===== src/design/bacw_pkg.sv =====
// Package with the constants and per-byte CRC/whitening functions of the serializer.
`timescale 1ns / 1ps

package bacw_pkg;

  // CRC-24 preset, one byte repeated three times.
  localparam logic [7:0] CrcInitByte = 8'hAA;
  localparam logic [23:0] CrcInit = {CrcInitByte, CrcInitByte, CrcInitByte};
  // CRC feedback taps applied to the low and middle bytes.
  localparam logic [7:0] CrcTapLow = 8'hDA;
  localparam logic [7:0] CrcTapMid = 8'h60;
  // Whitening LFSR feedback taps and the seed bit forced at packet start.
  localparam logic [7:0] LfsrTap = 8'h88;
  localparam logic [6:0] LfsrSeedBit = 7'h40;

  localparam int unsigned ChanW = 6;
  localparam int unsigned PaddrW = 3;
  localparam int unsigned PdataW = 32;

  // Register indexes, taken from the word address.
  localparam logic RegChannel = 1'b0;

  // Number of CRC bytes that follow the last data byte.
  localparam logic [1:0] CrcBytes = 2'd3;

  // Result of whitening one byte: mask bits and the advanced LFSR.
  typedef struct packed {
    logic [7:0] mask;
    logic [6:0] lfsr;
  } whiten_t;

  // Feed one byte into the CRC, least significant bit first.
  function automatic logic [23:0] crc_feed(input logic [23:0] crc, input logic [7:0] d);
    logic [7:0] b0;
    logic [7:0] b1;
    logic [7:0] b2;
    logic       fb;
    b0 = crc[23:16];
    b1 = crc[15:8];
    b2 = crc[7:0];
    for (int k = 0; k < 8; k++) begin
      fb = b0[0] ^ d[k];
      b0 = {b1[0], b0[7:1]};
      b1 = {b2[0], b1[7:1]};
      b2 = {1'b0, b2[7:1]};
      if (fb) begin
        b2 = b2 ^ CrcTapLow;
        b1 = b1 ^ CrcTapMid;
      end
    end
    return {b0, b1, b2};
  endfunction

  // Run the whitening LFSR for eight bits.
  function automatic whiten_t lfsr_byte(input logic [6:0] lfsr);
    whiten_t    r;
    logic [6:0] l;
    logic [7:0] t;
    l = lfsr;
    r.mask = '0;
    for (int k = 0; k < 8; k++) begin
      r.mask[k] = l[0];
      t = {1'b0, l} ^ (l[0] ? LfsrTap : 8'h00);
      l = t[7:1];
    end
    r.lfsr = l;
    return r;
  endfunction

  // Swap a byte from memory bit order into wire order.
  function automatic logic [7:0] bit_rev8(input logic [7:0] v);
    logic [7:0] r;
    for (int k = 0; k < 8; k++) begin
      r[7-k] = v[k];
    end
    return r;
  endfunction

endpackage


===== src/design/bacw_if.sv =====
// Valid/ready stream interfaces for the input bytes and the result bytes.
`timescale 1ns / 1ps

interface bacw_in_if;
  logic       valid;
  logic       ready;
  logic [7:0] data_byte;
  logic       last_byte;

  modport source (output valid, output data_byte, output last_byte, input ready);
  modport sink (input valid, input data_byte, input last_byte, output ready);
endinterface

interface bacw_out_if;
  logic       valid;
  logic       ready;
  logic [7:0] out_byte;
  logic       is_crc;
  logic       end_of_packet;

  modport source (output valid, output out_byte, output is_crc, output end_of_packet,
                  input ready);
  modport sink (input valid, input out_byte, input is_crc, input end_of_packet,
                output ready);
endinterface


===== src/design/bacw_apb_regs.sv =====
// APB register file holding the channel number.
`timescale 1ns / 1ps

module bacw_apb_regs (
  input  logic                         clk_i,
  input  logic                         rst_ni,
  input  logic                         psel,
  input  logic                         penable,
  input  logic                         pwrite,
  input  logic [bacw_pkg::PaddrW-1:0]  paddr,
  input  logic [bacw_pkg::PdataW-1:0]  pwdata,
  output logic [bacw_pkg::PdataW-1:0]  prdata,
  output logic                         pready,
  output logic [bacw_pkg::ChanW-1:0]   channel_o
);

  logic [bacw_pkg::ChanW-1:0] channel_q;
  logic                       wr_en;

  // A write completes in the access phase; the word address selects the register.
  assign wr_en = psel && penable && pwrite && (paddr[2] == bacw_pkg::RegChannel);

  always_ff @(posedge clk_i or negedge rst_ni) begin
    if (!rst_ni) begin
      channel_q <= bacw_pkg::ChanW'(37);
    end else if (wr_en) begin
      channel_q <= pwdata[bacw_pkg::ChanW-1:0];
    end
  end

  // Read back the channel; other addresses read as zero.
  always_comb begin
    prdata = '0;
    if (paddr[2] == bacw_pkg::RegChannel) begin
      prdata = {{(bacw_pkg::PdataW - bacw_pkg::ChanW){1'b0}}, channel_q};
    end
  end

  assign pready    = 1'b1;
  assign channel_o = channel_q;

endmodule


===== src/design/bacw_byte_path.sv =====
// Combinational byte step: CRC update, whitening and bit reversal of one byte.
`timescale 1ns / 1ps

module bacw_byte_path (
  input  logic [23:0] crc_i,
  input  logic [6:0]  lfsr_i,
  input  logic [7:0]  byte_i,
  input  logic        feed_i,
  output logic [7:0]  wire_byte_o,
  output logic [23:0] crc_o,
  output logic [6:0]  lfsr_o
);

  bacw_pkg::whiten_t wh;

  // Data bytes enter the CRC; CRC bytes only shift out of it.
  always_comb begin
    wh          = bacw_pkg::lfsr_byte(lfsr_i);
    lfsr_o      = wh.lfsr;
    wire_byte_o = bacw_pkg::bit_rev8(byte_i ^ wh.mask);
    if (feed_i) begin
      crc_o = bacw_pkg::crc_feed(crc_i, byte_i);
    end else begin
      crc_o = {crc_i[15:0], 8'h00};
    end
  end

endmodule


===== src/design/ble_adv_crc_whiten_serializer.sv =====
// Top level of the BLE advertising CRC-24 and whitening serializer.
`timescale 1ns / 1ps

// Usage:
// Packet bytes arrive on in_i (valid/ready), one byte per request, header first,
// with last_byte set on the final payload byte. Each byte leaves on out_o whitened
// and bit-reversed; after the last byte the three CRC bytes follow with is_crc set,
// and the third one carries end_of_packet.
// A result is in the output register the cycle after its input request or CRC
// step. With a ready receiver one byte per cycle flows; after a last byte the
// single output register emits one CRC byte per cycle while the receiver is ready,
// and input is held off meanwhile.
// The channel number is written through the APB port and seeds the whitening
// LFSR at the first byte of each packet; a write in the middle of a packet acts
// from the next packet on.
// Reset clears the output valid bit and arms packet start, so the first byte
// reloads the CRC with 0xAAAAAA and the LFSR with the channel number, bit 6 set;
// the channel resets to 37.
// When the receiver stalls, the output register holds its byte; a new request can
// still be taken in the cycle the held byte is taken, unless CRC bytes are pending.

module ble_adv_crc_whiten_serializer (
  input  logic                         clk_i,
  input  logic                         rst_ni,
  bacw_in_if.sink                      in_i,
  bacw_out_if.source                   out_o,
  input  logic                         psel,
  input  logic                         penable,
  input  logic                         pwrite,
  input  logic [bacw_pkg::PaddrW-1:0]  paddr,
  input  logic [bacw_pkg::PdataW-1:0]  pwdata,
  output logic [bacw_pkg::PdataW-1:0]  prdata,
  output logic                         pready
);

  logic [bacw_pkg::ChanW-1:0] channel;
  logic [23:0] crc_q, crc_d;
  logic [6:0]  lfsr_q, lfsr_d;
  logic        start_q, start_d;
  logic [1:0]  crc_left_q, crc_left_d;
  logic        out_valid_q;
  logic [7:0]  out_byte_q;
  logic        is_crc_q, eop_q;

  logic        out_free, in_fire, crc_step, gen_valid;
  logic [23:0] path_crc_in;
  logic [6:0]  path_lfsr_in;
  logic [7:0]  path_byte;
  logic [7:0]  path_wire;
  logic [23:0] path_crc_out;
  logic [6:0]  path_lfsr_out;

  bacw_apb_regs u_regs (
    .clk_i     (clk_i),
    .rst_ni    (rst_ni),
    .psel      (psel),
    .penable   (penable),
    .pwrite    (pwrite),
    .paddr     (paddr),
    .pwdata    (pwdata),
    .prdata    (prdata),
    .pready    (pready),
    .channel_o (channel)
  );

  // Handshake: input is taken when the output slot frees and no CRC is pending.
  assign out_free  = !out_valid_q || out_o.ready;
  assign crc_step  = (crc_left_q != 2'd0) && out_free;
  assign in_i.ready = (crc_left_q == 2'd0) && out_free;
  assign in_fire   = in_i.valid && in_i.ready;
  assign gen_valid = crc_step || in_fire;

  // Select the byte and register values for the shared byte path.
  always_comb begin
    if (crc_left_q != 2'd0) begin
      path_crc_in  = crc_q;
      path_lfsr_in = lfsr_q;
      path_byte    = crc_q[23:16];
    end else if (start_q) begin
      path_crc_in  = bacw_pkg::CrcInit;
      path_lfsr_in = {1'b0, channel} | bacw_pkg::LfsrSeedBit;
      path_byte    = in_i.data_byte;
    end else begin
      path_crc_in  = crc_q;
      path_lfsr_in = lfsr_q;
      path_byte    = in_i.data_byte;
    end
  end

  bacw_byte_path u_path (
    .crc_i       (path_crc_in),
    .lfsr_i      (path_lfsr_in),
    .byte_i      (path_byte),
    .feed_i      (crc_left_q == 2'd0),
    .wire_byte_o (path_wire),
    .crc_o       (path_crc_out),
    .lfsr_o      (path_lfsr_out)
  );

  // Next state of the CRC, LFSR and packet sequencing.
  always_comb begin
    crc_d      = crc_q;
    lfsr_d     = lfsr_q;
    start_d    = start_q;
    crc_left_d = crc_left_q;
    if (crc_step) begin
      crc_d      = path_crc_out;
      lfsr_d     = path_lfsr_out;
      crc_left_d = crc_left_q - 2'd1;
      if (crc_left_q == 2'd1) begin
        start_d = 1'b1;
      end
    end else if (in_fire) begin
      crc_d   = path_crc_out;
      lfsr_d  = path_lfsr_out;
      start_d = 1'b0;
      if (in_i.last_byte) begin
        crc_left_d = bacw_pkg::CrcBytes;
      end
    end
  end

  always_ff @(posedge clk_i or negedge rst_ni) begin
    if (!rst_ni) begin
      crc_q      <= bacw_pkg::CrcInit;
      lfsr_q     <= bacw_pkg::LfsrSeedBit;
      start_q    <= 1'b1;
      crc_left_q <= 2'd0;
    end else begin
      crc_q      <= crc_d;
      lfsr_q     <= lfsr_d;
      start_q    <= start_d;
      crc_left_q <= crc_left_d;
    end
  end

  // Output register: valid bit with reset, payload loaded with each new result.
  always_ff @(posedge clk_i or negedge rst_ni) begin
    if (!rst_ni) begin
      out_valid_q <= 1'b0;
    end else if (out_free) begin
      out_valid_q <= gen_valid;
    end
  end

  always_ff @(posedge clk_i) begin
    if (gen_valid) begin
      out_byte_q <= path_wire;
      is_crc_q   <= (crc_left_q != 2'd0);
      eop_q      <= (crc_left_q == 2'd1);
    end
  end

  assign out_o.valid         = out_valid_q;
  assign out_o.out_byte      = out_byte_q;
  assign out_o.is_crc        = is_crc_q;
  assign out_o.end_of_packet = eop_q;

  // The end mark only ever sits on a CRC byte.
  assert property (@(posedge clk_i) disable iff (!rst_ni)
    (out_o.valid && out_o.end_of_packet) |-> out_o.is_crc)
    else $error("end of packet on a non-CRC byte");

  // A last byte blocks input while its CRC bytes go out.
  assert property (@(posedge clk_i) disable iff (!rst_ni)
    (in_fire && in_i.last_byte) |=> (!in_i.ready && crc_left_q == bacw_pkg::CrcBytes))
    else $error("input taken while CRC bytes are pending");

  // Emitting the final CRC byte arms the next packet start.
  assert property (@(posedge clk_i) disable iff (!rst_ni)
    (crc_step && crc_left_q == 2'd1) |=> start_q)
    else $error("packet start not armed after the CRC");

  // Input is never taken in the middle of a CRC run.
  assert property (@(posedge clk_i) disable iff (!rst_ni)
    in_fire |-> (crc_left_q == 2'd0))
    else $error("input accepted during CRC emission");

endmodule

===== src/flat_wrapper.sv =====
// flat-port wrapper written by rule: the top's interface ports become plain ports
module ble_adv_crc_whiten_serializer_flat 
  (clk_i, rst_ni, psel, penable, pwrite, paddr, pwdata, prdata, pready, in_i_valid, in_i_data_byte, in_i_last_byte, in_i_ready, out_o_valid, out_o_out_byte, out_o_is_crc, out_o_end_of_packet, out_o_ready);
  bacw_in_if in_i_i ();
  bacw_out_if out_o_i ();
  input  logic clk_i;
  input  logic rst_ni;
  input  logic psel;
  input  logic penable;
  input  logic pwrite;
  input  logic [bacw_pkg::PaddrW-1:0] paddr;
  input  logic [bacw_pkg::PdataW-1:0] pwdata;
  output logic [bacw_pkg::PdataW-1:0] prdata;
  output logic pready;
  input wire logic [$bits(in_i_i.valid)-1:0] in_i_valid;
  input wire logic [$bits(in_i_i.data_byte)-1:0] in_i_data_byte;
  input wire logic [$bits(in_i_i.last_byte)-1:0] in_i_last_byte;
  output wire logic [$bits(in_i_i.ready)-1:0] in_i_ready;
  output wire logic [$bits(out_o_i.valid)-1:0] out_o_valid;
  output wire logic [$bits(out_o_i.out_byte)-1:0] out_o_out_byte;
  output wire logic [$bits(out_o_i.is_crc)-1:0] out_o_is_crc;
  output wire logic [$bits(out_o_i.end_of_packet)-1:0] out_o_end_of_packet;
  input wire logic [$bits(out_o_i.ready)-1:0] out_o_ready;
  assign in_i_i.valid = in_i_valid;
  assign in_i_i.data_byte = in_i_data_byte;
  assign in_i_i.last_byte = in_i_last_byte;
  assign in_i_ready = in_i_i.ready;
  assign out_o_valid = out_o_i.valid;
  assign out_o_out_byte = out_o_i.out_byte;
  assign out_o_is_crc = out_o_i.is_crc;
  assign out_o_end_of_packet = out_o_i.end_of_packet;
  assign out_o_i.ready = out_o_ready;
  ble_adv_crc_whiten_serializer u_core (.clk_i(clk_i), .rst_ni(rst_ni), .in_i(in_i_i), .out_o(out_o_i), .psel(psel), .penable(penable), .pwrite(pwrite), .paddr(paddr), .pwdata(pwdata), .prdata(prdata), .pready(pready));
endmodule

===== config.mk =====
export PLATFORM = sky130hd
export DESIGN_NAME = ble_adv_crc_whiten_serializer_flat
export DESIGN_NICKNAME = d
export VERILOG_FILES = /design/src/design/bacw_pkg.sv /design/src/design/bacw_if.sv /design/src/design/bacw_apb_regs.sv /design/src/design/bacw_byte_path.sv /design/src/design/ble_adv_crc_whiten_serializer.sv /design/src/flat_wrapper.sv
export SDC_FILE = /design/constraint.sdc
export NUM_CORES = 1
export LEC_CHECK = 0
export ABC_AREA = 1
export ABC_CLOCK_PERIOD_IN_PS = 2200
export BUFFER_PORTS_ARGS = -buffer_cell sky130_fd_sc_hd__buf_2
export CAP_MARGIN = 20
export CORE_UTILIZATION = 47
export CTS_CLUSTER_SIZE = 30
export DETAILED_ROUTE_END_ITERATION = 16
export PLACE_DENSITY = 0.79
export REMOVE_ABC_BUFFERS = 1
export SLEW_MARGIN = 20
export SYNTH_ARGS = -nofsm -noshare
export SYNTH_HDL_FRONTEND = slang
export SYNTH_SLANG_ARGS = --single-unit

===== constraint.sdc =====
create_clock -name clk_i -period 2.2 [get_ports clk_i]
set_input_delay 0.11 -clock clk_i [delete_from_list [all_inputs] [get_ports clk_i]]
set_output_delay 0.11 -clock clk_i [all_outputs]
set_load 0.02 [all_outputs]

Word-level counts from Yosys, hierarchy flattened
Cells that the tools add are included.
{"block": "word_totals", "register_bits": 51, "out_inout_bits": 45, "mem_count": 0, "latchBits": 0, "rom_bits": 0, "wordCells": 116, "in_bits": 51, "ramBits": 0}
{"block": "classes", "mux": 55, "n_shift": 0, "reduce_logical": 15, "n_lt_le_gt_ge": 0, "n_addsub": 1, "n_mul": 0, "bitwise_logic": 34, "n_eq_ne": 2, "div_mod_pow": 0}
{"operator": "$mux W8", "count": 31}
{"operator": "$mux W24", "count": 5}
{"operator": "$mux W7", "count": 12}
{"operator": "$xor A7 B8 Y8", "count": 8}
{"operator": "$not A4 Y5", "count": 8}
{"operator": "$not A2 Y2", "count": 8}
{"operator": "$xor A1 B1 Y1", "count": 8}
{"operator": "$xor A8 B8 Y8", "count": 1}
{"operator": "$logic_and A1 B1 Y1", "count": 6}
{"operator": "$mux W2", "count": 3}
{"operator": "$mux W6", "count": 1}
{"operator": "$reduce_bool A2 Y1", "count": 3}
{"operator": "$reduce_and A2 Y1", "count": 2}
{"operator": "$mux W1", "count": 3}
{"operator": "$eq A2 B1 Y1 const B", "count": 1}
{"operator": "$logic_not A2 Y1", "count": 1}
{"operator": "$logic_or A1 B1 Y1", "count": 2}
{"operator": "$ne A2 B2 Y1 const B", "count": 1}
{"operator": "$sub A2 B1 Y2 const B", "count": 1}
{"operator": "$logic_not A1 Y1", "count": 1}
{"operator": "$not A1 Y1", "count": 1}

Longest topological paths before layout
Gate-level depths: netlist (run 1).
{"block": "logic_depth", "depth_word": 28, "mapped_depth": 16}

Cells and area by module
From an unflattened synthesis (run 1), not the netlist that was laid out.
{"block": "hier_totals", "hier_cells": 488, "area_unflattened_um2": 3510.9}
{"module": "ble_adv_crc_whiten_serializer", "n_inst": 1, "seq_area_each_um2": 1193.6, "cells_each": 237, "area_each_um2": 2038.2}
{"module": "bacw_byte_path", "n_inst": 1, "seq_area_each_um2": 0.0, "cells_each": 181, "area_each_um2": 954.7}
{"module": "bacw_apb_regs", "n_inst": 1, "seq_area_each_um2": 153.9, "cells_each": 70, "area_each_um2": 518.0}

Least setup slack after synthesis (run 1)
Ideal clock, no wire load.
{"block": "synth_timing", "path_kind": "reg-to-reg", "from": "register u_core.crc_left_q[0]", "to": "register u_core.crc_q[12]", "arrival_time_ns": 1.802, "path_buffers": 1, "stages_incl_launch_ff": 14, "setup_slack_ns": 0.280, "setup_time_ns": 0.118, "period_less_slack_ns": 1.920, "path_cell_list": "dfrtp_1 inv_1 ha_1 nand2_2 buf_2 nand2_1 nand3_1 nand2_1 xnor2_1 nand2_1 nand2_1 nand2_1 nand3_1 nand2_1"}
{"block": "synth_between", "elab_chain_cells": 23, "elab_cells_between_ends": 33, "classes_between": "19 x mux; 8 x bitwise; 6 x reduce/logical"}
{"item": "start: declaration", "line_no": "ble_adv_crc_whiten_serializer.sv:40", "source": "logic [1:0] crc_left_q, crc_left_d;"}
{"item": "start signal: assignment", "line_no": "ble_adv_crc_whiten_serializer.sv:133", "source": "crc_left_q <= crc_left_d;"}
{"item": "$reduce_bool A2 Y1", "line_no": "ble_adv_crc_whiten_serializer.sv:68, ble_adv_crc_whiten_serializer.sv:75"}
{"item": "$mux W24 or $mux W8 (tied branches)", "line_no": "ble_adv_crc_whiten_serializer.sv:75", "source": "if (crc_left_q != 2'd0) begin"}
{"item": "$xor A1 B1 Y1 or $not A4 Y5 (tied branches)"}
{"item": "$mux W8", "line_no": "bacw_pkg.sv:46", "source": "if (fb) begin"}
{"item": "$mux W8", "line_no": "bacw_byte_path.sv:21", "source": "if (feed_i) begin"}
{"item": "$mux W8", "line_no": "bacw_pkg.sv:46"}
{"item": "$mux W8", "line_no": "bacw_byte_path.sv:21"}
{"item": "$not A4 Y5 (no source line)"}
{"item": "[... 7 more ...]"}
{"item": "$mux W8", "line_no": "bacw_byte_path.sv:21"}
{"item": "$not A2 Y2 (no source line)"}
{"item": "$mux W7", "line_no": "bacw_pkg.sv:46"}
{"item": "$mux W8", "line_no": "bacw_byte_path.sv:21"}
{"item": "$mux W7", "line_no": "bacw_pkg.sv:46"}
{"item": "$mux W24", "line_no": "bacw_byte_path.sv:21"}
{"item": "$mux W24", "line_no": "ble_adv_crc_whiten_serializer.sv:113", "source": "end else if (in_fire) begin"}
{"item": "$mux W24", "line_no": "ble_adv_crc_whiten_serializer.sv:106", "source": "if (crc_step) begin"}
{"item": "end signal: assignment", "line_no": "ble_adv_crc_whiten_serializer.sv:125", "source": "crc_q <= bacw_pkg::CrcInit;"}
{"item": "end signal: assignment", "line_no": "ble_adv_crc_whiten_serializer.sv:130", "source": "crc_q <= crc_d;"}
{"item": "end: declaration", "line_no": "ble_adv_crc_whiten_serializer.sv:37", "source": "logic [23:0] crc_q, crc_d;"}
Parallel ways exist; a longest one is shown, timed or not. The select of a mux whose other input is x is not followed.
A chain may end at the register's enable or synchronous reset.

Worst setup path in the final report (run 1)
{"block": "layout_timing", "from": "register u_core.crc_left_q[0]", "to": "register u_core.crc_q[1]"}
{"block": "layout_between", "elab_chain_cells": 23, "elab_cells_between_ends": 33, "classes_between": "18 x mux; 9 x bitwise; 6 x reduce/logical"}
{"item": "$reduce_bool A2 Y1", "line_no": "ble_adv_crc_whiten_serializer.sv:68, ble_adv_crc_whiten_serializer.sv:75"}
{"item": "$mux W24 or $mux W8 (tied branches)", "line_no": "ble_adv_crc_whiten_serializer.sv:75"}
{"item": "$xor A1 B1 Y1", "line_no": "bacw_pkg.sv:42", "source": "fb = b0[0] ^ d[k];"}
{"item": "$mux W8", "line_no": "bacw_pkg.sv:46"}
{"item": "$mux W8", "line_no": "bacw_byte_path.sv:21"}
{"item": "$not A4 Y5 (no source line)"}
{"item": "$mux W8", "line_no": "bacw_pkg.sv:46"}
{"item": "$mux W8", "line_no": "bacw_byte_path.sv:21"}
{"item": "[... 7 more ...]"}
{"item": "$mux W8", "line_no": "bacw_byte_path.sv:21"}
{"item": "$mux W8", "line_no": "bacw_pkg.sv:46"}
{"item": "$mux W8", "line_no": "bacw_byte_path.sv:21"}
{"item": "$not A4 Y5 (no source line)"}
{"item": "$mux W8", "line_no": "bacw_pkg.sv:46"}
{"item": "$mux W24", "line_no": "bacw_byte_path.sv:21"}
{"item": "$mux W24", "line_no": "ble_adv_crc_whiten_serializer.sv:113"}
{"item": "$mux W24", "line_no": "ble_adv_crc_whiten_serializer.sv:106"}
Parallel ways exist; a longest one is shown, timed or not. The select of a mux whose other input is x is not followed.

==> summary.txt, run 1 <==
Synth
  – Syn Std Cell Area: approximately 0.0033 mm²
  – Compound-Gate Fraction of Synth Area: 7.159%
  – Post-Synth Adder-Cell Area: less than 1%
  – Largest family of logic cells by synthesized area: simple AND/OR/NAND/NOR gates
  – Count of cell types in the netlist: 31
  – Simple-gate share of the synthesized area: a little under a third
  – Post-synthesis sequential area ratio: roughly 40%
  – Yosys reg bits: 51
  – Synth warn: 0
  – Mapped Cells: 453
  – Xor and xnor area share after synthesis: 8.058%
  – Avg Cell Area, Syn: between 7 and 8 µm²
  – Multiplexer area fraction after synthesis: 0%

Global route
  – Largest net degree at the start of global routing: between 40 and 50
  – First-pass GRT wire length: between 10 and 15 mm
  – GR Util All Layers: 21.21%
  – Initial antenna violation count: 0
  – Vias in the first global route: roughly 2700
  – GRT overflow: 0

Setup path
  – Reg2reg end: u_core.crc_q[1]$_DFFE_PN1P_
  – Startpoint Class: flip-flop
  – CP max stage delay: 380 ps
  – CP Launch Point: u_core.crc_left_q[0]$_DFFE_PN0P_
  – R2r startpoint: u_core.crc_left_q[0]$_DFFE_PN0P_
  – CP required: 2460 ps
  – CP dominant cell by count: nand2_1
  – Slowest CP cell: dfrtp_1
  – Critical path, cell by cell: inv_1 -> ha_4 -> buf_4 -> nand2_1 -> o21ai_4 -> xnor2_1 -> nand2_1 -> nand2_1 -> nand2_1 -> nand3_1 -> nand3_1 -> nand2_1
  – Critical Path End Type: flip-flop
  – WS Path Type: flip-flop to flip-flop
  – Reg2Reg Depth: 12
  – Worst Setup EP: u_core.crc_q[1]$_DFFE_PN1P_
  – FF-to-FF setup slack: 170 ps
  – WP data arrival: about 2300 ps
  – Worst Path Max Fanout: 8

Outcome
  – Status: finished clean

Detailed routing
  – DRT iter0 DRCs: between 200 and 250
  – Wire per inst: ~12 µm
  – Total wire length: between 7 and 8 mm
  – First drt pass iteration count: 4
  – Antenna viol nets, final: 0
  – DR DRC count: 0
  – Via/cell ratio: 4.867
  – Total number of vias: ~2900

Timing
  – Fin Setup TNS: 0 ps
  – Worst-margin pin slew: ~950 ps
  – Final setup fails: 0
  – Slew Viols, Final: 0
  – Slew Limit Headroom: between 30% and 40%
  – Final Hold Vio Count: 0
  – WHS: between 10 and 15 ps
  – Max Fclk: 492.5 MHz
  – Clock skew: 6.900 ps
  – RSZ-0062 raised after global routing: no
  – Min cycle time layout: around 2000 ps
  – Final worst slack: 169.6 ps
  – Part of the cycle the worst path needs: between 90 and 100%

Clocking
  – CTS Root Cell: clkbuf_8
  – TritonCTS clock tree: yes
  – # clock sinks: just over 50
  – TritonCTS Buffers: 5
  – Worst-skew pair later-pin latency: just over 300 ps
  – H-tree depth: 2
  – Worst-path clk slew: approximately 100 ps
  – Worst-case clock buffer depth: 2

Floorplanning
  – CORE AREA: between 0.006 and 0.007 mm²
  – Die width: 86.28 µm
  – Die height: 86.28 µm
  – Io pins: 96
  – Die ar.: about 0.0074 mm²
  – Row count: 30
  – Initial Util: 48.86%

Placed design
  – Placed Cells: between 500 and 600
  – Gp weighted congestion: ~0.91
  – Area after DPL: ~0.0036 mm²
  – DP Worst Slack: 6.905 ps
  – Number of buffers added on ports: 40
  – Dpl hpwl: around 5.4 mm

Pwr
  – Sequential Power Share: approximately a quarter
  – Net Sw Frac: roughly 50%
  – PD cells: about 1800 mW/mm²
  – Combinational Power Share: 65.4%
  – Clock Power Share: 8.4%
  – Leakage: between 1.5 and 2 nW
  – Max IR drop VDD: roughly 0.66 mV
  – Total Power: ~7 mW
  – P_int: about 3.5 mW
  – Net switching power: approximately 3.5 mW

Final layout
  – Layout cells sized above 1: 22.60%
  – Final core utilization: a little under three fifths
  – Antenna cells: 0
  – Most frequent cells in the layout: nand2_1 (159), buf_2 (40), inv_1 (37), nand3_1 (37), conb_1 (27)
  – Synthesis-to-layout area growth: 12.78%
  – Final #Nets: 552
  – Commonest non-fill, non-tap cell in the layout: nand2_1
  – Design area: 0.003765 mm²
  – Cell Count, Final, Fillers Out: roughly 600

Run
  – Max_cap viols: 0

Min path
  – Min-delay worst type: input port to flip-flop
-- critical path: cells and delay by family (launching register included) --
family | cells | cell delay, ps
buffers and inverters | 2 | 240
DFF | 1 | 380
and+or+nand+nor | 7 | 720
xor gates and xnor gates | 1 | 360
adders and majority gates | 1 | 180
AOI/OAI and AO/OA | 1 | 100
-- worst min-delay path by stage --
stage	to	start	cells after the start	slack, ps
final	u_core.u_regs.channel_o[2]$_DFFE_PN1P_	pwdata[2]	3	10
after CTS	u_core.u_regs.channel_o[2]$_DFFE_PN1P_	pwdata[2]	3	10
after global placement	u_core.u_regs.channel_o[4]$_DFFE_PN0P_	rst_ni	1	300
after global routing	u_core.u_regs.channel_o[0]$_DFFE_PN1P_	pwdata[0]	3	10
after floorplan	u_core.crc_left_q[0]$_DFFE_PN0P_	rst_ni	0	-190
after detailed placement	u_core.u_regs.channel_o[4]$_DFFE_PN0P_	rst_ni	1	300
-- cells by family (layout without fill, tap and decap cells) --
kind of cell	after synthesis	in the layout
buf+inv	87	109
fa+ha+maj	2	2
simple gates	242	242
other cells	2	27
flops	51	51
xor+xnor	26	26
compound gates	43	43
-- routing by layer --
layer	wire length (µm)	GRT usage, %
met2	3519	34.49
met1	3432	28.91
met4	138	7.879
met3	334	2.952
met5	0	0
-- power by group through the flow --
stage	Combinational, mW	Sequential (mW)	Clock [mW]
5_1_grt	5.15	1.86	0.634
3_5_place_dp	4.35	1.83	0
3_3_place_gp	4.21	1.81	0
6_report	4.55	1.82	0.587
4_1_cts	4.37	1.81	0.598
2_1_floorplan	3.21	1.91	0
-- Yosys cell counts (all sizes together) --
cell	number	area, µm²
xor2	18	199.0
xnor2	8	70.07
clkbuf	6	22.52
o21a	1	7.510
nand4	9	56.30
nand2	171	659.4
conb	2	7.510
edfxtp	10	300.3
nand3b	2	15.01
dfrtp	24	600.6
o221ai	1	8.760
ha	2	25.02
a22oi	1	7.510
o21ai	33	180.2
or2	2	12.52
buf	33	235.2
nor2	21	83.83
inv	48	180.2
a21oi	7	35.03
nand3	37	185.2
dfstp	17	446.7
-- sequential cells by signal, summed over array words and instances (netlist names) --
| register | cells |
|---|---|
| u_core.crc_q | 24 |
| u_core.crc_left_q | 2 |
| u_core.out_o.is_crc | 1 |
| u_core.out_o.out_byte | 8 |
| u_core.out_o.valid | 1 |
| u_core.lfsr_q | 7 |
| u_core.out_o.end_of_packet | 1 |
| u_core.start_q | 1 |
| u_core.u_regs.channel_o | 6 |
-- layout make-up --
| class | instances | area, µm² |
|---|---|---|
| Clock buffer | 5 | 68.82 |
| Clock inverter | 3 | 27.53 |
| Fill cell | 644 | 3067 |
| Multi-Input combinational cell | 340 | 1700 |
| Sequential cell | 51 | 1348 |
| Timing Repair Buffer | 53 | 319.1 |
| Inverter | 48 | 181.4 |
| Tap cell | 96 | 120.1 |
-- timing repair --
action	4_1_cts	5_1_grt
setup endpoints to repair	1	19
resized for setup	1	15
setup buffers	0	2
endpoints found under the hold margin	25	0
pin swaps	0	1
hold buffers	2	0
Power figures use the tool's default switching activity.
==> run 2: changes to the inputs <==
- CORE_MARGIN: unset -> 4
==> summary.txt, run 2 (synthesis gave the netlist of run 1 again) <==
Timing
  – Part of the cycle the worst path needs: 93.14% (+0.85 points)
  – RSZ-0062 raised after global routing: no
  – Min cycle time layout: 2049 ps (+18.65 ps)
  – Final Hold Vio Count: 0 (unchanged)
  – Slew Viols, Final: 0 (unchanged)
  – Final worst slack: 150.9 ps (-18.65 ps)
  – Fin Setup TNS: 0 ps (unchanged)
  – Clock skew: 10.26 ps (+3.359 ps)
  – Slew Limit Headroom: 36.84% (-0.13 points)
  – Final setup fails: 0 (unchanged)
  – Worst-margin pin slew: 947.5 ps (+1.910 ps)
  – Max Fclk: 488.0 MHz (-0.91%)

Detailed routing
  – Total wire length: 7.506 mm (+1.1%)
  – Total number of vias: 2995 (+3.2%)
  – Antenna viol nets, final: 0 (unchanged)
  – Via/cell ratio: 5.025 (+3.2%)
  – Wire per inst: 12.59 µm (+1.1%)
  – First drt pass iteration count: 4 (unchanged)
  – DR DRC count: 0 (unchanged)
  – DRT iter0 DRCs: 253 (+12%)

Floorplanning
  – Io pins: 96 (unchanged)
  – Die width: 92.28 µm (+7.0%)
  – Die height: 92.28 µm (+7.0%)
  – Initial Util: 48.86% (unchanged)
  – CORE AREA: 0.006832 mm² (unchanged)
  – Die ar.: 0.008515 mm² (+14%)
  – Row count: 30 (unchanged)

Setup path
  – Worst Path Max Fanout: 12 (+4)
  – Critical Path End Type: flip-flop
  – CP required: 2390 ps (-70 ps)
  – WS Path Type: flip-flop to flip-flop
  – FF-to-FF setup slack: 150 ps (-20 ps)
  – Reg2reg end: u_core.lfsr_q[1]$_DFFE_PN0P_
  – Startpoint Class: flip-flop
  – Reg2Reg Depth: 10 (-2)
  – R2r startpoint: u_core.crc_left_q[0]$_DFFE_PN0P_
  – WP data arrival: 2240 ps (-60 ps)

Global route
  – Initial antenna violation count: 0 (unchanged)
  – Largest net degree at the start of global routing: 42 (unchanged)
  – First-pass GRT wire length: 12.74 mm (+2.6%)
  – GR Util All Layers: 18.33% (-2.9 points)
  – GRT overflow: 0 (unchanged)
  – Vias in the first global route: 2839 (+6.3%)

Clocking
  – TritonCTS Buffers: 5 (unchanged)
  – Worst-skew pair later-pin latency: 310 ps (about the same)
  – TritonCTS clock tree: yes
  – Worst-path clk slew: 100 ps (about the same)
  – CTS Root Cell: clkbuf_8
  – # clock sinks: 51 (unchanged)
  – H-tree depth: 2 (unchanged)
  – Worst-case clock buffer depth: 2 (unchanged)

Pwr
  – Total Power: 7.114 mW (+2.3%)
  – Max IR drop VDD: 0.7142 mV (+8.7%)
  – PD cells: 1875 mW/mm² (+1.5%)
  – Leakage: 1.973 nW (+0.51%)

Final layout
  – Final #Nets: 552 (unchanged)
  – Synthesis-to-layout area growth: 13.64%
  – Most frequent cells in the layout: nand2_1 (159), buf_2 (40), nand3_1 (37), inv_1 (36), conb_1 (27)
  – Commonest non-fill, non-tap cell in the layout: nand2_1
  – Reg with most FFs: u_core.crc_q
  – Cell Count, Final, Fillers Out: 596 (unchanged)
  – Layout cells sized above 1: 22.60% (unchanged)
  – Final core utilization: 55.53% (+0.42 points)
  – Antenna cells: 0 (unchanged)
  – Number of flip-flops in the largest register: 24 (unchanged)

Placed design
  – Placed Cells: 583 (-0.17%)
  – DP Worst Slack: -110.3 ps (-117.2 ps)
  – Gp weighted congestion: 0.9376 (+3.2%)
  – Number of buffers added on ports: 40 (unchanged)
  – Dpl hpwl: 5.474 mm (+2.1%)

Run
  – Max_cap viols: 0 (unchanged)

Min path
  – WHS Endpoint: u_core.u_regs.channel_o[2]$_DFFE_PN1P_
  – Hold_sp: pwdata[2]
  – Min-delay worst type: input port to flip-flop
  – Cells on Worst Hold Path: 3 (unchanged)

Outcome
  – Status: finished clean
[run 2: worst max-delay path by stage]
stage                                                 from                            to  slack [ps]  cells past startpoint
after floorplan           u_core.crc_left_q[0]$_DFFE_PN0P_  u_core.lfsr_q[6]$_DFFE_PN1P_        -590                      9
after global placement    u_core.crc_left_q[0]$_DFFE_PN0P_  u_core.crc_q[12]$_DFFE_PN0P_        0.09                     13
after detailed placement  u_core.crc_left_q[0]$_DFFE_PN0P_  u_core.crc_q[12]$_DFFE_PN0P_        -110                     13
after CTS                 u_core.crc_left_q[0]$_DFFE_PN0P_  u_core.crc_q[14]$_DFFE_PN0P_          10                     14
after global routing      u_core.crc_left_q[0]$_DFFE_PN0P_  u_core.crc_q[14]$_DFFE_PN0P_           3                     15
final                     u_core.crc_left_q[0]$_DFFE_PN0P_  u_core.lfsr_q[1]$_DFFE_PN0P_         150                     10
[run 2: area by class of cell]
class,instances,area [µm²]
Sequential cell,51,1348
Clock inverter,2,38.79
Timing Repair Buffer,53,322.8
Inverter,48,180.2
Tap cell,96,120.1
Multi-Input combinational cell,340,1712
Fill cell,626,3038
Clock buffer,6,72.57
[run 2: worst max-delay path: stages, from the launching register on]
cell,delay [ps]
dfrtp_1,430
inv_2,90
ha_4,180
nand2_2,100
buf_4,190
o21ai_1,220
nand2_1,110
nand2_2,160
xor2_4,210
xor2_1,160
o21ai_1,70
[run 2: where the power goes]
part / switching (mW) / internal (mW) / total (mW)
clock: 0.325 / 0.344 / 0.669
combinational: 2.95 / 1.67 / 4.62
sequential: 0.214 / 1.61 / 1.82
total: 3.49 / 3.62 / 7.11
[run 2: routing by layer]
layer	wire length [µm]	track usage, %	vias to the layer above
li1	-	-	1462
met4	121	6.683	0
met3	361	2.379	10
met5	0	0	-
met1	3436	23.80	1429
met2	3586	31.20	94
[run 2: what timing repair did]
action	CTS	global route
pin swaps	0	2
setup endpoints to repair	8	18
buffers inserted	0	3
hold endpoints to repair	25	0
hold buffers	2	0
gates cloned	0	0
resized for setup	4	14
[run 2: per-stage QoR]
step / area (µm²) / hold WS [ps]
after floorplan: 3174 / -185.6
after global placement: 3567 / 296.4
after detailed placement: 3567 / 305.7
after CTS: 3716 / 16.96
after global routing: 3794 / 26.58
final: 3794 / 21.49
